## config.mk

```make
export PLATFORM = sky130hd
export DESIGN_NAME = sgse_mulq
export DESIGN_NICKNAME = d
export VERILOG_FILES = /design/src/sv/sgse_pkg.sv /design/src/sv/sgse_mulq.sv
export SDC_FILE = /design/constraint.sdc
export NUM_CORES = 2
export LEC_CHECK = 0
export ABC_AREA = 1
export BUFFER_PORTS_ARGS = -buffer_cell sky130_fd_sc_hd__buf_2
export CAP_MARGIN = 5
export CORE_MARGIN = 1
export CORE_UTILIZATION = 52
export DETAILED_ROUTE_END_ITERATION = 16
export GPL_ROUTABILITY_DRIVEN = 1
export GPL_TIMING_DRIVEN = 0
export PLACE_DENSITY = 0.77
export SLEW_MARGIN = 20
export SYNTH_ARGS = -nofsm -noshare
export SYNTH_HDL_FRONTEND = slang
export SYNTH_SLANG_ARGS = --single-unit
```

## constraint.sdc

```tcl
create_clock -name clk_i -period 24.5 [get_ports clk_i]
set_input_delay 4.9 -clock clk_i [delete_from_list [all_inputs] [get_ports clk_i]]
set_output_delay 4.9 -clock clk_i [all_outputs]
set_load 0.02 [all_outputs]
```

## src/sv/sgse_pkg.sv

```systemverilog
package sgse_pkg;

  localparam int DW      = 32;
  localparam int ACC_W   = 46;
  localparam int IN_W    = 3 * DW;
  localparam int OUT_W   = 216;
  localparam int CFG_AW  = 3;

  localparam int MAX_X_DEF = 64;
  localparam int MAX_Y_DEF = 64;
  localparam int MAX_Z_DEF = 256;

  typedef enum logic [CFG_AW-1:0] {
    REG_INV_X  = 3'd0,
    REG_INV_Y  = 3'd1,
    REG_INV_Z  = 3'd2,
    REG_SIZE_X = 3'd3,
    REG_SIZE_Y = 3'd4,
    REG_SIZE_Z = 3'd5
  } cfg_reg_e;

  // Neighbor taps of the centre point that one stencil evaluation reads.
  localparam int NB_TAPS = 13;
  localparam logic [3:0] TAP_C     = 4'd0;
  localparam logic [3:0] TAP_XM    = 4'd1;
  localparam logic [3:0] TAP_XP    = 4'd2;
  localparam logic [3:0] TAP_YM    = 4'd3;
  localparam logic [3:0] TAP_YP    = 4'd4;
  localparam logic [3:0] TAP_ZM    = 4'd5;
  localparam logic [3:0] TAP_ZP    = 4'd6;
  localparam logic [3:0] TAP_XP_YM = 4'd7;
  localparam logic [3:0] TAP_XP_ZM = 4'd8;
  localparam logic [3:0] TAP_XM_YP = 4'd9;
  localparam logic [3:0] TAP_YP_ZM = 4'd10;
  localparam logic [3:0] TAP_XM_ZP = 4'd11;
  localparam logic [3:0] TAP_YM_ZP = 4'd12;
  localparam logic [3:0] TAP_LAST  = TAP_YM_ZP;

  localparam logic [1:0] AX_X = 2'd0;
  localparam logic [1:0] AX_Y = 2'd1;
  localparam logic [1:0] AX_Z = 2'd2;

  localparam logic [1:0] STEP_NONE = 2'b00;
  localparam logic [1:0] STEP_PLUS = 2'b01;
  localparam logic [1:0] STEP_MINUS = 2'b11;

  typedef struct packed {
    logic [1:0] dx;
    logic [1:0] dy;
    logic [1:0] dz;
  } tap_off_t;

  function automatic tap_off_t tap_offset(logic [3:0] k);
    tap_off_t o;
    o = '{dx: STEP_NONE, dy: STEP_NONE, dz: STEP_NONE};
    case (k)
      TAP_XM:    o.dx = STEP_MINUS;
      TAP_XP:    o.dx = STEP_PLUS;
      TAP_YM:    o.dy = STEP_MINUS;
      TAP_YP:    o.dy = STEP_PLUS;
      TAP_ZM:    o.dz = STEP_MINUS;
      TAP_ZP:    o.dz = STEP_PLUS;
      TAP_XP_YM: begin o.dx = STEP_PLUS;  o.dy = STEP_MINUS; end
      TAP_XP_ZM: begin o.dx = STEP_PLUS;  o.dz = STEP_MINUS; end
      TAP_XM_YP: begin o.dx = STEP_MINUS; o.dy = STEP_PLUS;  end
      TAP_YP_ZM: begin o.dy = STEP_PLUS;  o.dz = STEP_MINUS; end
      TAP_XM_ZP: begin o.dx = STEP_MINUS; o.dz = STEP_PLUS;  end
      TAP_YM_ZP: begin o.dy = STEP_MINUS; o.dz = STEP_PLUS;  end
      default:   o = '{dx: STEP_NONE, dy: STEP_NONE, dz: STEP_NONE};
    endcase
    return o;
  endfunction

  function automatic logic [3:0] axis_minus(logic [1:0] ax);
    logic [3:0] k;
    case (ax)
      AX_X:    k = TAP_XM;
      AX_Y:    k = TAP_YM;
      default: k = TAP_ZM;
    endcase
    return k;
  endfunction

  function automatic logic [3:0] axis_plus(logic [1:0] ax);
    logic [3:0] k;
    case (ax)
      AX_X:    k = TAP_XP;
      AX_Y:    k = TAP_YP;
      default: k = TAP_ZP;
    endcase
    return k;
  endfunction

endpackage

```

## src/sv/sgse_mulq.sv

```systemverilog
// Fixed-point product floor(a * b / 2^16), saturated to the working width.
// The wide operand is split in two halves that share one multiplier.
module sgse_mulq import sgse_pkg::*; (
  input  logic                    clk_i,
  input  logic                    rst_ni,
  input  logic                    start_i,
  input  logic signed [ACC_W-1:0] a_i,
  input  logic signed [DW:0]      b_i,
  output logic                    done_o,
  output logic signed [ACC_W-1:0] res_o
);

  localparam int HALF = ACC_W / 2;
  localparam int XW   = ACC_W - HALF + 1;
  localparam int PRW  = XW + DW + 1;
  localparam int FW   = ACC_W + DW + 3;

  localparam logic signed [FW-1:0] LIM_HI = (FW'(1) <<< (ACC_W - 1)) - FW'(1);
  localparam logic signed [FW-1:0] LIM_LO = -(FW'(1) <<< (ACC_W - 1));

  typedef enum logic [1:0] {PH_IDLE, PH_LO, PH_HI} phase_e;

  phase_e ph_q;
  logic   done_q;

  logic signed [ACC_W-1:0] a_q;
  logic signed [DW:0]      b_q;
  logic signed [PRW-1:0]   pl_q;
  logic signed [ACC_W-1:0] res_q;

  logic signed [XW-1:0]  x;
  logic signed [PRW-1:0] prod;
  logic signed [FW-1:0]  full;
  logic signed [FW-1:0]  shifted;

  always_comb begin
    if (ph_q == PH_LO) begin
      x = $signed({1'b0, a_q[HALF-1:0]});
    end else begin
      x = $signed({a_q[ACC_W-1], a_q[ACC_W-1:HALF]});
    end
    prod    = PRW'(x) * PRW'(b_q);
    full    = (FW'(prod) <<< HALF) + FW'(pl_q);
    shifted = full >>> 16;
  end

  always_ff @(posedge clk_i or negedge rst_ni) begin
    if (!rst_ni) begin
      ph_q   <= PH_IDLE;
      done_q <= 1'b0;
    end else begin
      done_q <= (ph_q == PH_HI);
      case (ph_q)
        PH_IDLE: if (start_i) ph_q <= PH_LO;
        PH_LO:   ph_q <= PH_HI;
        PH_HI:   ph_q <= PH_IDLE;
        default: ph_q <= PH_IDLE;
      endcase
    end
  end

  always_ff @(posedge clk_i) begin
    if (start_i && ph_q == PH_IDLE) begin
      a_q <= a_i;
      b_q <= b_i;
    end
    if (ph_q == PH_LO) begin
      pl_q <= prod;
    end
    if (ph_q == PH_HI) begin
      if (shifted > LIM_HI) begin
        res_q <= ACC_W'(LIM_HI);
      end else if (shifted < LIM_LO) begin
        res_q <= ACC_W'(LIM_LO);
      end else begin
        res_q <= ACC_W'(shifted);
      end
    end
  end

  assign done_o = done_q;
  assign res_o  = res_q;

endmodule

```

==> impl_metrics.yaml <==
layout:
  area.growth.synth_to_final_pct: 6.92
  fin_nets: 5896
  n_antenna_cell: 0
  drive_above_1_share_pct: 5.24
grt:
  grt_remaining_overflow: 0
  use_met3_pct: 10.9
  top_usage_layer: "met2"
  grtUsageTotal_pct: 34.9
  use_met1_pct: 45.9
  use_met2_pct: 51.3
  grt_pass1_vias: 31700
  grt_max_degree: 45
  grt_pass1_wl_um: 189000
  antenna_found_initial: 3
setup_path:
  crit_arrival_ps: 14490
  cp.depth: 46
  worstSetupEndpointType: "flop"
  crit_fanout: 10
  rr_worst_depth: 46
  crit_top_cell: "inv_1"
  worst-path-buf-inv: 14
  start_kind: "flop"
  cp_slowest_cell: "fa_1"
  worstSetupPathType: "reg -> reg"
  slowest_delay_ps: 1090
  cp_top_family: "adder cells"
  cp_data_required_time_ps: 24770
sta:
  tns_ps: 0
  worst_slew_margin_rel_pct: 12.0
  grt_setup_unrepaired: "false"
  drv_slew: 0
  finalClockSkew_ps: 23.6
  hold_violations: 0
  fin_crit_sh_pct: 58.0
  max_freq_ghz: 0.0703
  fin_crit_ps: 14210
  setup_viol_count_final: 0
  worst_slew_pin_slew_ps: 1320
floorplanning:
  fp.dieW_um: 273
  rows: 98
  core-area_mm2: 0.0721
  dieArea_mm2: 0.0745
  ioPinCount: 129
  die_h_um: 273
  initial_core_util_pct: 52.9
clock_tree:
  holdBufCountCts: 0
  cts_buffers: 17
  post_cts_buffers: 0
  clk_pin_slew_worst_paths_ps: 90
  clockBufferDepth: 2
  htreeDepth: 4
  clkSinkCount: 169
  clock_latency_ps: 510
  cts_tree: "yes"
  ctsResizeCount: 0
  root_buffer: "clkbuf_16"
logic_synthesis:
  synth_top_area_share_pct: 42.3
  synth_edf_count: 166
  ys_seq_area_share_pct: 13.3
  avgSynthCellArea_um2: 8.23
  synthArstFlopShare_pct: 1.78
  syn-instance-count: 4639
  syn_nets: 5737
  synth_flop_cell: "edfxtp_1"
  synthTopCellsByArea: "fa_1 (42%), edfxtp_1 (13%), inv_1 (11%)"
  yosys_register_bits: 169
  yosys_warnings: 0
  post_synth_num_cell_types: 47
  synth_area_mm2: 0.0382
  ys_top_cells_by_count: "inv_1 (1135), nand2_1 (1135), fa_1 (806)"
  yosys.area.top_type: "fa_1"
job:
  cap_violations: 0
placed_design:
  gp_congestion: 1.06
  io_buffer_count: 128
  dpl.hpwl_um: 106000
worst_hold_path:
  hold_depth: 2
  hold_path.class: "reg -> reg"
detailed_routing:
  drt-total-wl_um: 126000
  viasPerCell: 5.49
  route.detailed.wl_per_inst_um: 21.8
  drc: 0
  drtAntennaViolNets: 0
  dr.pass1.iters: 8
  first_iter_violations: 3560
  vias: 31600
status:
  outcome: "finished clean"
## cells by family after synthesis
kind of cell,share of synthesized area [%]
compound gates,3.25
xor+xnor,2.27
fa+ha+maj,49.2
buf+inv,12.8
flops,13.3
simple gates,19.2
## metrics by stage
step / utilization (%) / hold WS (ps) / instance area [um^2] / setup slack (ps) / std cells
CTS: 56.6 / 512 / 40800 / 9910 / 5761
floorplan: - / 453 / 38200 / 13280 / 4639
detailed placement: 55.7 / 493 / 40200 / 9940 / 5729
global route: 56.6 / 539 / 40800 / 9690 / 5761
finish: 56.6 / 513 / 40800 / 10290 / 5761
global placement: 55.5 / 475 / 40000 / 9910 / 5717
## flip-flops by register name, summed over array words and instances, names as in the netlist
name    count
b_q        33
res_o      46
a_q        46
ph_q        2
done_o      1
pl_q       41
## cell type report
| cell class | instances | area, um^2 |
|---|---|---|
| Sequential cell | 169 | 5060 |
| Buffer | 133 | 549 |
| Fill cell | 6576 | 31300 |
| Multi-Input combinational cell | 3179 | 28200 |
| Tap cell | 950 | 1190 |
| Clock inverter | 15 | 209 |
| Inverter | 1158 | 4350 |
| Timing Repair Buffer | 140 | 786 |
| Clock buffer | 17 | 425 |
## metal layers
metal	vias to the layer above	wire length [um]
met5	-	80
met3	428	16200
met2	1931	53600
li1	13800	-
met1	15400	47900
met4	10	7860
## path summary, 6_finish.rpt
check | from | end | slack [ps]
min | pl_q[17]$_DFFE_PP_ | res_o[1]$_SDFFCE_PN1P_ | 510
max | ph_q[0]$_DFFE_PN0P_ | res_o[41]$_SDFFCE_PN1P_ | 10290
max reg2reg | ph_q[0]$_DFFE_PN0P_ | res_o[41]$_SDFFCE_PN1P_ | 10290
min reg2reg | pl_q[17]$_DFFE_PP_ | res_o[1]$_SDFFCE_PN1P_ | 510
min in group asynchronous | rst_ni | ph_q[1]$_DFFE_PN0P_ | 4170
max in group asynchronous | rst_ni | ph_q[0]$_DFFE_PN0P_ | 20220
## layout by cell type, fill, tap and decap left out, types with 11 or more instances in the layout
cell type     n
clkbuf_1    112
o21ai_0      49
nand2_1    1135
nor2_2       17
clkinv_1     18
nand2_2      12
xnor2_1      34
ha_1        209
a21o_1       11
a31oi_1      18
a21oi_1     100
inv_1      1135
nor2_1      524
xor2_1       65
clkbuf_16    17
buf_2       128
fa_1        806
nand3_1      55
edfxtp_1    166
or2_2        23
buf_4        11
buf_1        11
nor3_1       11
nand4_1      28
## worst register-to-register path: cells and delay by family, from the launching register on
family          cells  cell delay [ps]
compound gates      1             1060
xor+xnor            1              140
fa+ha+maj           9             5150
buf+inv            14             3270
flops               1              460
simple gates       21             3900
Power is not shown: default switching activity piles up to over one toggle a cycle in this logic, so the estimate is an artifact.
